==> config.mk <==
export PLATFORM = sky130hd
export DESIGN_NAME = arp_load_balance_responder
export DESIGN_NICKNAME = d
export VERILOG_FILES = /design/src/rtl/alb_pkg.sv /design/src/rtl/alb_cfg_regs.sv /design/src/rtl/alb_frame_mem.sv /design/src/rtl/arp_load_balance_responder.sv
export SDC_FILE = /design/constraint.sdc
export NUM_CORES = 1
export LEC_CHECK = 0
export BUFFER_PORTS_ARGS = -buffer_cell sky130_fd_sc_hd__buf_2
export CORE_MARGIN = 5
export CORE_UTILIZATION = 56
export DETAILED_ROUTE_END_ITERATION = 7
export GPL_ROUTABILITY_DRIVEN = 0
export GPL_TIMING_DRIVEN = 0
export PLACE_DENSITY = 0.76
export SYNTH_ARGS = -nofsm -noshare
export SYNTH_HDL_FRONTEND = slang
export SYNTH_HIERARCHICAL = 1
export SYNTH_SLANG_ARGS = --single-unit
==> constraint.sdc <==
create_clock -name clk -period 3.91 [get_ports clk]
set_input_delay 0 -clock clk [delete_from_list [all_inputs] [get_ports clk]]
set_output_delay 0 -clock clk [all_outputs]
set_load 0.02 [all_outputs]
==> src/rtl/alb_pkg.sv <==
// Shared types, constants and lookup functions for the ARP load-balance responder.
// Used by alb_cfg_regs, the top level and the testbench; depends on nothing.
package alb_pkg;

  localparam int FRAME_BYTES_DEF = 42;
  localparam int ARP_LEN         = 42;
  localparam int IDX_W           = 6;
  localparam int CHK_W           = 4;
  localparam int CFG_IDX_W       = 4;
  localparam int CFG_DATA_W      = 48;
  localparam int NUM_VIP         = 4;

  localparam logic [CFG_IDX_W-1:0] REG_ENABLE    = 4'd0;
  localparam logic [CFG_IDX_W-1:0] REG_VIP_VALID = 4'd1;
  localparam logic [CFG_IDX_W-1:0] REG_VIP_0     = 4'd2;
  localparam logic [CFG_IDX_W-1:0] REG_VIP_1     = 4'd3;
  localparam logic [CFG_IDX_W-1:0] REG_VIP_2     = 4'd4;
  localparam logic [CFG_IDX_W-1:0] REG_VIP_3     = 4'd5;
  localparam logic [CFG_IDX_W-1:0] REG_MAC_EVEN  = 4'd6;
  localparam logic [CFG_IDX_W-1:0] REG_MAC_ODD   = 4'd7;

  localparam logic [IDX_W-1:0] LAST_IDX = 6'd41;
  localparam logic [CHK_W-1:0] CHK_LAST = 4'd15;

  typedef struct packed {
    logic                     enable;
    logic [NUM_VIP-1:0]       vip_valid;
    logic [NUM_VIP-1:0][31:0] vip;
    logic [47:0]              mac_even;
    logic [47:0]              mac_odd;
  } cfg_t;

  typedef enum logic [1:0] {
    SRC_MEM   = 2'd0,
    SRC_MAC   = 2'd1,
    SRC_CONST = 2'd2
  } src_kind_t;

  typedef struct packed {
    src_kind_t        kind;
    logic [IDX_W-1:0] idx;
    logic [7:0]       value;
  } src_t;

  // Where reply byte k comes from: a stored request byte, a MAC byte or a constant.
  function automatic src_t reply_src(input logic [IDX_W-1:0] k);
    src_t s;
    s.kind  = SRC_MEM;
    s.idx   = k;
    s.value = 8'h00;
    if (k < 6'd6) begin
      s.idx = k + 6'd22;
    end else if (k < 6'd12) begin
      s.kind = SRC_MAC;
      s.idx  = k - 6'd6;
    end else if (k < 6'd20) begin
      s.idx = k;
    end else if (k == 6'd20) begin
      s.kind  = SRC_CONST;
      s.value = 8'h00;
    end else if (k == 6'd21) begin
      s.kind  = SRC_CONST;
      s.value = 8'h02;
    end else if (k < 6'd28) begin
      s.kind = SRC_MAC;
      s.idx  = k - 6'd22;
    end else if (k < 6'd32) begin
      s.idx = k + 6'd10;
    end else begin
      s.idx = k - 6'd10;
    end
    return s;
  endfunction

  // Read order of the header check: eight fixed bytes, then sender IP, then target IP.
  function automatic logic [IDX_W-1:0] chk_addr(input logic [CHK_W-1:0] step);
    logic [IDX_W-1:0] a;
    case (step)
      4'd0:    a = 6'd12;
      4'd1:    a = 6'd13;
      4'd2:    a = 6'd16;
      4'd3:    a = 6'd17;
      4'd4:    a = 6'd18;
      4'd5:    a = 6'd19;
      4'd6:    a = 6'd20;
      4'd7:    a = 6'd21;
      4'd8:    a = 6'd28;
      4'd9:    a = 6'd29;
      4'd10:   a = 6'd30;
      4'd11:   a = 6'd31;
      4'd12:   a = 6'd38;
      4'd13:   a = 6'd39;
      4'd14:   a = 6'd40;
      default: a = 6'd41;
    endcase
    return a;
  endfunction

  // Expected values: ethertype ARP, protocol IPv4, lengths 6 and 4, opcode request.
  function automatic logic [7:0] chk_expect(input logic [2:0] step);
    logic [7:0] v;
    case (step)
      3'd0:    v = 8'h08;
      3'd1:    v = 8'h06;
      3'd2:    v = 8'h08;
      3'd3:    v = 8'h00;
      3'd4:    v = 8'h06;
      3'd5:    v = 8'h04;
      3'd6:    v = 8'h00;
      default: v = 8'h01;
    endcase
    return v;
  endfunction

  // Byte j of a MAC address, first wire byte most significant.
  function automatic logic [7:0] mac_byte(input logic [47:0] mac, input logic [IDX_W-1:0] j);
    logic [7:0] b;
    case (j)
      6'd0:    b = mac[47:40];
      6'd1:    b = mac[39:32];
      6'd2:    b = mac[31:24];
      6'd3:    b = mac[23:16];
      6'd4:    b = mac[15:8];
      default: b = mac[7:0];
    endcase
    return b;
  endfunction

endpackage

==> src/rtl/alb_cfg_regs.sv <==
// Configuration register file of the ARP load-balance responder.
// Depends on alb_pkg for the register indexes and the cfg_t struct.
module alb_cfg_regs (
  input  logic                             clk,
  input  logic                             rst_n,
  input  logic                             cfg_valid,
  output logic                             cfg_ready,
  input  logic [alb_pkg::CFG_IDX_W-1:0]    cfg_index,
  input  logic [alb_pkg::CFG_DATA_W-1:0]   cfg_data,
  output alb_pkg::cfg_t                    cfg
);

  alb_pkg::cfg_t cfg_r;
  alb_pkg::cfg_t cfg_nxt;

  assign cfg_ready = 1'b1;
  assign cfg       = cfg_r;

  always_comb begin
    cfg_nxt = cfg_r;
    if (cfg_valid) begin
      case (cfg_index)
        alb_pkg::REG_ENABLE:    cfg_nxt.enable    = cfg_data[0];
        alb_pkg::REG_VIP_VALID: cfg_nxt.vip_valid = cfg_data[3:0];
        alb_pkg::REG_VIP_0:     cfg_nxt.vip[0]    = cfg_data[31:0];
        alb_pkg::REG_VIP_1:     cfg_nxt.vip[1]    = cfg_data[31:0];
        alb_pkg::REG_VIP_2:     cfg_nxt.vip[2]    = cfg_data[31:0];
        alb_pkg::REG_VIP_3:     cfg_nxt.vip[3]    = cfg_data[31:0];
        alb_pkg::REG_MAC_EVEN:  cfg_nxt.mac_even  = cfg_data[47:0];
        alb_pkg::REG_MAC_ODD:   cfg_nxt.mac_odd   = cfg_data[47:0];
        default:                cfg_nxt           = cfg_r;
      endcase
    end
  end

  always_ff @(posedge clk) begin
    if (!rst_n) begin
      cfg_r <= '0;
    end else begin
      cfg_r <= cfg_nxt;
    end
  end

endmodule

==> src/rtl/alb_frame_mem.sv <==
// Frame store: one write port and one read port with registered read data.
// Depends on nothing beyond its parameters.
module alb_frame_mem #(
  parameter int DEPTH = 42,
  parameter int AW    = $clog2(DEPTH)
) (
  input  logic          clk,
  input  logic          wr_en,
  input  logic [AW-1:0] wr_addr,
  input  logic [7:0]    wr_data,
  input  logic [AW-1:0] rd_addr,
  output logic [7:0]    rd_data
);

  logic [7:0] mem_r [DEPTH];
  logic [7:0] rd_data_r;

  assign rd_data = rd_data_r;

  always_ff @(posedge clk) begin
    if (wr_en) begin
      mem_r[wr_addr] <= wr_data;
    end
    rd_data_r <= mem_r[rd_addr];
  end

endmodule

==> src/rtl/arp_load_balance_responder.sv <==
// Top level of the ARP load-balance responder: frame intake, check and reply sequencer.
// Depends on alb_pkg, alb_cfg_regs and alb_frame_mem.
//
//   Port group   Direction  Handshake             Word
//   in_*         in         in_valid / in_stall   one frame byte with last and outgoing flags
//   out_*        out        out_valid / out_stall one reply byte with neighbor report
//   cfg_*        in         cfg_valid / cfg_ready register index and write data
//
// Frame bytes are taken one per cycle while the sequencer is idle.
// A frame that qualifies passes header reads (ST_CHECK, ST_TAIL), up to 4 address
// compares (ST_MATCH), then ST_READ and ST_PUT per byte over the single store read port.
// Reset is synchronous and active low; it clears counters, state, out_valid and config.
// A stalled output holds its word; the sequencer waits for the output register to free.
module arp_load_balance_responder #(
  parameter int FRAME_BYTES = alb_pkg::FRAME_BYTES_DEF
) (
  input  logic                           clk,
  input  logic                           rst_n,
  input  logic                           in_valid,
  output logic                           in_stall,
  input  logic [7:0]                     in_frame_byte,
  input  logic                           in_last_byte,
  input  logic                           in_outgoing,
  output logic                           out_valid,
  input  logic                           out_stall,
  output logic [7:0]                     out_reply_byte,
  output logic                           out_reply_last,
  output logic [31:0]                    out_neighbor_ip,
  output logic                           out_neighbor_odd,
  input  logic                           cfg_valid,
  output logic                           cfg_ready,
  input  logic [alb_pkg::CFG_IDX_W-1:0]  cfg_index,
  input  logic [alb_pkg::CFG_DATA_W-1:0] cfg_data
);

  localparam int AW = $clog2(FRAME_BYTES);
  localparam int CW = $clog2(FRAME_BYTES + 1);

  typedef enum logic [5:0] {
    ST_IDLE  = 6'b000001,
    ST_CHECK = 6'b000010,
    ST_TAIL  = 6'b000100,
    ST_MATCH = 6'b001000,
    ST_READ  = 6'b010000,
    ST_PUT   = 6'b100000
  } state_t;

  alb_pkg::cfg_t cfg;

  state_t                     state_r, state_nxt;
  logic [CW-1:0]              count_r, count_nxt;
  logic [alb_pkg::CHK_W-1:0]  step_r, step_nxt;
  logic [alb_pkg::CHK_W-1:0]  tag_r;
  logic                       tag_live_r;
  logic                       bad_r;
  logic [31:0]                sip_r;
  logic [31:0]                tip_r;
  logic [1:0]                 slot_r, slot_nxt;
  logic [alb_pkg::IDX_W-1:0]  k_r, k_nxt;

  logic                       out_valid_r, out_valid_nxt;
  logic [7:0]                 out_byte_r;
  logic                       out_last_r;
  logic [31:0]                out_ip_r;
  logic                       out_odd_r;

  logic                       in_take;
  logic                       mem_wr_en;
  logic [AW-1:0]              mem_rd_addr;
  logic [7:0]                 mem_rd_data;
  logic                       long_enough;
  logic                       vip_hit;
  logic                       out_free;
  logic                       load_out;
  logic                       is_last;
  logic [47:0]                chosen_mac;
  logic [7:0]                 reply_byte;
  alb_pkg::src_t              src;

  alb_cfg_regs u_cfg (
    .clk       (clk),
    .rst_n     (rst_n),
    .cfg_valid (cfg_valid),
    .cfg_ready (cfg_ready),
    .cfg_index (cfg_index),
    .cfg_data  (cfg_data),
    .cfg       (cfg)
  );

  alb_frame_mem #(
    .DEPTH (FRAME_BYTES),
    .AW    (AW)
  ) u_mem (
    .clk     (clk),
    .wr_en   (mem_wr_en),
    .wr_addr (count_r[AW-1:0]),
    .wr_data (in_frame_byte),
    .rd_addr (mem_rd_addr),
    .rd_data (mem_rd_data)
  );

  assign in_stall    = (state_r != ST_IDLE);
  assign in_take     = in_valid && !in_stall;
  assign mem_wr_en   = in_take && (count_r < CW'(FRAME_BYTES));
  assign long_enough = (count_r >= CW'(alb_pkg::ARP_LEN - 1));

  assign src        = alb_pkg::reply_src(k_r);
  assign chosen_mac = sip_r[0] ? cfg.mac_odd : cfg.mac_even;
  assign is_last    = (k_r == alb_pkg::LAST_IDX);
  assign vip_hit    = cfg.vip_valid[slot_r] && (cfg.vip[slot_r] == tip_r);
  assign out_free   = !out_valid_r || !out_stall;
  assign load_out   = (state_r == ST_PUT) && out_free;

  always_comb begin
    if (state_r == ST_CHECK) begin
      mem_rd_addr = AW'(alb_pkg::chk_addr(step_r));
    end else begin
      mem_rd_addr = AW'(src.idx);
    end
  end

  always_comb begin
    case (src.kind)
      alb_pkg::SRC_MEM:   reply_byte = mem_rd_data;
      alb_pkg::SRC_MAC:   reply_byte = alb_pkg::mac_byte(chosen_mac, src.idx);
      alb_pkg::SRC_CONST: reply_byte = src.value;
      default:            reply_byte = src.value;
    endcase
  end

  always_comb begin
    state_nxt = state_r;
    count_nxt = count_r;
    step_nxt  = step_r;
    slot_nxt  = slot_r;
    k_nxt     = k_r;
    case (state_r)
      ST_IDLE: begin
        if (in_take) begin
          if (in_last_byte) begin
            count_nxt = '0;
            if (cfg.enable && !in_outgoing && long_enough) begin
              state_nxt = ST_CHECK;
              step_nxt  = '0;
            end
          end else if (count_r < CW'(FRAME_BYTES)) begin
            count_nxt = count_r + CW'(1);
          end
        end
      end
      ST_CHECK: begin
        step_nxt = step_r + alb_pkg::CHK_W'(1);
        if (step_r == alb_pkg::CHK_LAST) begin
          state_nxt = ST_TAIL;
        end
      end
      ST_TAIL: begin
        state_nxt = ST_MATCH;
        slot_nxt  = '0;
      end
      ST_MATCH: begin
        if (bad_r) begin
          state_nxt = ST_IDLE;
        end else if (vip_hit) begin
          state_nxt = ST_READ;
          k_nxt     = '0;
        end else if (slot_r == 2'd3) begin
          state_nxt = ST_IDLE;
        end else begin
          slot_nxt = slot_r + 2'd1;
        end
      end
      ST_READ: begin
        state_nxt = ST_PUT;
      end
      ST_PUT: begin
        if (out_free) begin
          if (is_last) begin
            state_nxt = ST_IDLE;
          end else begin
            k_nxt     = k_r + alb_pkg::IDX_W'(1);
            state_nxt = ST_READ;
          end
        end
      end
      default: begin
        state_nxt = ST_IDLE;
      end
    endcase
  end

  always_comb begin
    out_valid_nxt = out_valid_r;
    if (load_out) begin
      out_valid_nxt = 1'b1;
    end else if (out_valid_r && !out_stall) begin
      out_valid_nxt = 1'b0;
    end
  end

  always_ff @(posedge clk) begin
    if (!rst_n) begin
      state_r     <= ST_IDLE;
      count_r     <= '0;
      step_r      <= '0;
      slot_r      <= '0;
      k_r         <= '0;
      tag_live_r  <= 1'b0;
      bad_r       <= 1'b0;
      out_valid_r <= 1'b0;
    end else begin
      state_r     <= state_nxt;
      count_r     <= count_nxt;
      step_r      <= step_nxt;
      slot_r      <= slot_nxt;
      k_r         <= k_nxt;
      tag_live_r  <= (state_r == ST_CHECK);
      out_valid_r <= out_valid_nxt;
      if (state_r == ST_IDLE) begin
        bad_r <= 1'b0;
      end else if (tag_live_r && !tag_r[3]) begin
        if (mem_rd_data != alb_pkg::chk_expect(tag_r[2:0])) begin
          bad_r <= 1'b1;
        end
      end
    end
  end

  always_ff @(posedge clk) begin
    tag_r <= step_r;
    if (tag_live_r && tag_r[3]) begin
      if (tag_r[2]) begin
        tip_r <= {tip_r[23:0], mem_rd_data};
      end else begin
        sip_r <= {sip_r[23:0], mem_rd_data};
      end
    end
    if (load_out) begin
      out_byte_r <= reply_byte;
      out_last_r <= is_last;
      out_ip_r   <= is_last ? sip_r : 32'd0;
      out_odd_r  <= is_last && sip_r[0];
    end
  end

  assign out_valid        = out_valid_r;
  assign out_reply_byte   = out_byte_r;
  assign out_reply_last   = out_last_r;
  assign out_neighbor_ip  = out_ip_r;
  assign out_neighbor_odd = out_odd_r;

endmodule

==> flow_summary_export.csv <==
group,metric,value,unit
pwr,p_leak,12.20,nW
sta,drv_slew,0,
sta,min_period,3.910,ns
synth,syn_avg_cell_area,13.46,µm²
drt,dr.first_iter.drc_count,2144,
synth,synthArstFlopShare,0,%
final_layout,final_net_count,2613,
pwr,seqPwrFrac,50.1,%
synth,ys_seq_area_share,61.32,%
drt,viasPerCell,6.153,
place,port_buffers,109,
synth,synth_cell_types,79,
critical_path,arrival,4.36,ns
clocking,numCtsBuffers,75,
hold_path,min_to,"u_mem/mem_r[38][6]",
floorplanning,dieHeight,243.7,µm
final_layout,drive_above_1_share,18.20,%
sta,finalClockSkew,0.01854,ns
global_routing,antenna_found_initial,0,
clocking,clkLatencyLatePin,0.61,ns
global_routing,grt_start_max_net_pins,43,
clocking,htreeDepth,3,
synth,synth_edf_count,442,
pwr,pwr-share-comb,5.4,%
synth,synthAdderAreaFrac,0.8835,%
sta,setup_violations,1,
clocking,cts_tree,"built",
drt,wire_per_inst,24.39,µm
pwr,powerDensity,460.4,nW/µm²
drt,vias,20180,
synth,synth_compound_area_share,6.856,%
pwr,power_switching_share,22.04,%
sta,fmax,255.8,MHz
final_layout,fillers,3775,
floorplanning,num_rows,85,
pwr,power.total,16.35,mW
global_routing,gr-total-overflow,0,
critical_path,rrSetupSlack,-0.00007,ns
run_status,failed_checks,"setup timing",
floorplanning,die-area,59390,µm²
critical_path,r2r-start,"k_r[1]",
floorplanning,io_pins,112,
critical_path,endpoint_kind,"flip-flop",
clocking,cts.sinks,716,
final_layout,ff_latch_area,18760,µm²
hold_path,hold_depth,1,
synth,syn_area,30590,µm²
global_routing,grt_pass1_wl,120500,µm
final_layout,utilization,65.87,%
synth,synthSimpleGateAreaFrac,8.598,%
synth,synthFlopType,"edfxtp_1",
synth,synth_mux_area_share,18.30,%
critical_path,path_class,"reg -> reg",
synth,synthXorXnorAreaFrac,1.088,%
synth,synth_nets,2361,
place,dpl.hpwl,54390,µm
drt,drt-total-wl,79990,µm
pwr,p_sw,3.604,mW
sta,layout_worst_path_cycle_share,100.0,%
final_layout,final_cell_mix,"edfxtp_1, mux2i_1, nand2_1, dfxtp_1, buf_2",
critical_path,crit_required,4.36,ns
synth,synth_top_family_by_area,"multiplexers",
clocking,path_clk_slew,0.06,ns
synth,ys_warn_count,6,
sta,relSlewSlack,35.56,%
drt,drt.antenna.violating_nets,0,
critical_path,cp_max_fo,12,
final_layout,multiInputGateArea,11140,µm²
final_layout,area_growth_syn_to_layout,16.12,%
place,placed_area,32060,µm²
critical_path,cp-start-kind,"flip-flop",
final_layout,final_common_cell,"edfxtp_1",
final_layout,stdcell_area,35520,µm²
run_status,status,"finished, violations left",
floorplanning,core_region_area,53920,µm²
sta,fin_ws,-0.00006972,ns
hold_path,min_from,"in_frame_byte[6]",
synth,ys_ff_latch,716,
clocking,clockRootBuffer,"clkbuf_16",
global_routing,grt_pass1_vias,20420,
sta,hold_viol,0,
global_routing,grt_util_all_layers,26.38,%
job,cap_viol_max_count,0,
clocking,clockBufferDepth,3,
drt,drc,0,
pwr,internal_power,12.75,mW
sta,worst_pin_slew,0.9642,ns
synth,syn_inst,2273,
floorplanning,die_x,243.7,µm
pwr,ir_drop,356.5,µV
pwr,clock_power_share,44.5,%
floorplanning,initial_core_util,56.73,%
critical_path,reg2regPathDepth,16,
drt,dr.pass1.iters,5,
critical_path,r2r-end,"u_mem/rd_data[1]",
final_layout,n_antenna_cell,0,
hold_path,min_path_type,"in -> reg",
## worst max-delay path, cell delays in order, from the launching register on
cell,delay [ns]
dfxtp_2,0.37
clkbuf_8,0.19
clkinvlp_4,0.12
buf_6,0.19
ha_1,0.37
a21oi_1,0.17
a2bb2oi_1,0.21
o21ai_2,0.09
a221oi_2,0.23
buf_4,0.18
a21oi_4,0.08
and2_2,0.29
buf_6,0.18
clkbuf_4,0.23
a22oi_1,0.21
a21oi_1,0.12
o41ai_2,0.51
## final cells by class
cell class	count	share of cell area (%)
repair buffers	178	3.488
flip-flops and latches	716	52.82
inverters	22	0.2536
well taps	696	2.452
clock inverters	27	0.8948
clock buffers	108	6.249
multi-input cells	1398	31.37
plain buffers	134	2.469
## flip-flops by register name, indices dropped and copies added (netlist names), named ones only
signal	cells
bad_r	1
count_r	6
k_r	6
out_neighbor_ip	32
out_neighbor_odd	1
out_reply_byte	8
out_reply_last	1
out_valid	1
sip_r	32
slot_r	2
state_r	6
step_r	4
tag_live_r	1
tag_r	4
tip_r	32
u_cfg/cfg	229
u_mem/mem_r	336
u_mem/rd_data	8
## cell families after synthesis
logic type      after synthesis
buf+inv                     159
other cells                   1
mux                         489
xor+xnor                     38
fa+ha+maj                    21
simple gates                590
compound gates              259
flops                       716
## layer usage
| layer | part of all wire (%) | track usage (%) | up-vias |
|---|---|---|---|
| li1 | - | - | 8974 |
| met1 | 39 | 33.62 | 10020 |
| met2 | 49 | 44.60 | 951 |
| met3 | 7.7 | 4.877 | 228 |
| met4 | 4.8 | 11.27 | 0 |
| met5 | 0 | 0 | - |
## synth_stat cells (all sizes together) (9+ instances only)
master,n,area share [%]
a21oi,48,0.79
a221oi,20,0.90
a22o,16,0.46
a22oi,36,0.88
a2bb2oi,13,0.37
a31oi,14,0.31
and2,37,0.76
and3,9,0.18
buf,96,2.2
clkbuf,41,0.50
dfxtp,274,18
edfxtp,442,43
ha,20,0.82
inv,21,0.26
mux2,10,0.38
mux2i,424,14
mux4,55,4.0
nand2,335,4.1
nand3,29,0.47
nand3b,10,0.25
nor2,94,1.2
nor2b,17,0.35
nor3,15,0.25
o211ai,14,0.49
o21ai,26,0.43
o22ai,14,0.29
xnor2,26,0.74
xor2,12,0.34
## power groups by stage
stage | combinational [mW] | sequential (mW) | clock [mW]
final | 0.875 | 8.20 | 7.28
after detailed placement | 0.779 | 8.35 | 0
after global routing | 0.925 | 8.20 | 7.72
after global placement | 0.754 | 8.35 | 0
after CTS | 0.839 | 8.19 | 7.39
after floorplan | 0.451 | 8.31 | 0
## timing repair
item | CTS | global route
setup endpoints to repair | 16 | 17
pin swaps | 7 | 4
gates cloned | 0 | 0
resized for setup | 40 | 33
hold buffers | 62 | 0
endpoints found under the hold margin | 339 | 0
buffers inserted | 5 | 1
## worst max-delay path by stage
stage           start               end  slack, ns
2_1_floorplan  k_r[1]  u_mem/rd_data[5]       0.16
3_3_place_gp   k_r[1]  u_mem/rd_data[2]      -1.54
3_5_place_dp   k_r[1]  u_mem/rd_data[1]      -1.61
4_1_cts        k_r[1]  u_mem/rd_data[1]      0.002
5_1_grt        k_r[1]  u_mem/rd_data[5]      -0.02
6_report       k_r[1]  u_mem/rd_data[1]   -0.00007
## stage by stage
step | setup WS [ns] | hold WS [ns] | cells | setup TNS, ns
after global routing | -0.01565 | 0.03988 | 3279 | -0.03528
final | -0.00006972 | 0.02834 | 3279 | -0.00006972
after detailed placement | -1.613 | 0.2837 | 3079 | -16.04
after global placement | -1.536 | 0.2703 | 3078 | -15.40
after CTS | 0.001636 | 0.006414 | 3280 | 0
after floorplan | 0.1617 | 0.09887 | 2273 | 0
Note: power is estimated with default switching activity, not from simulation.
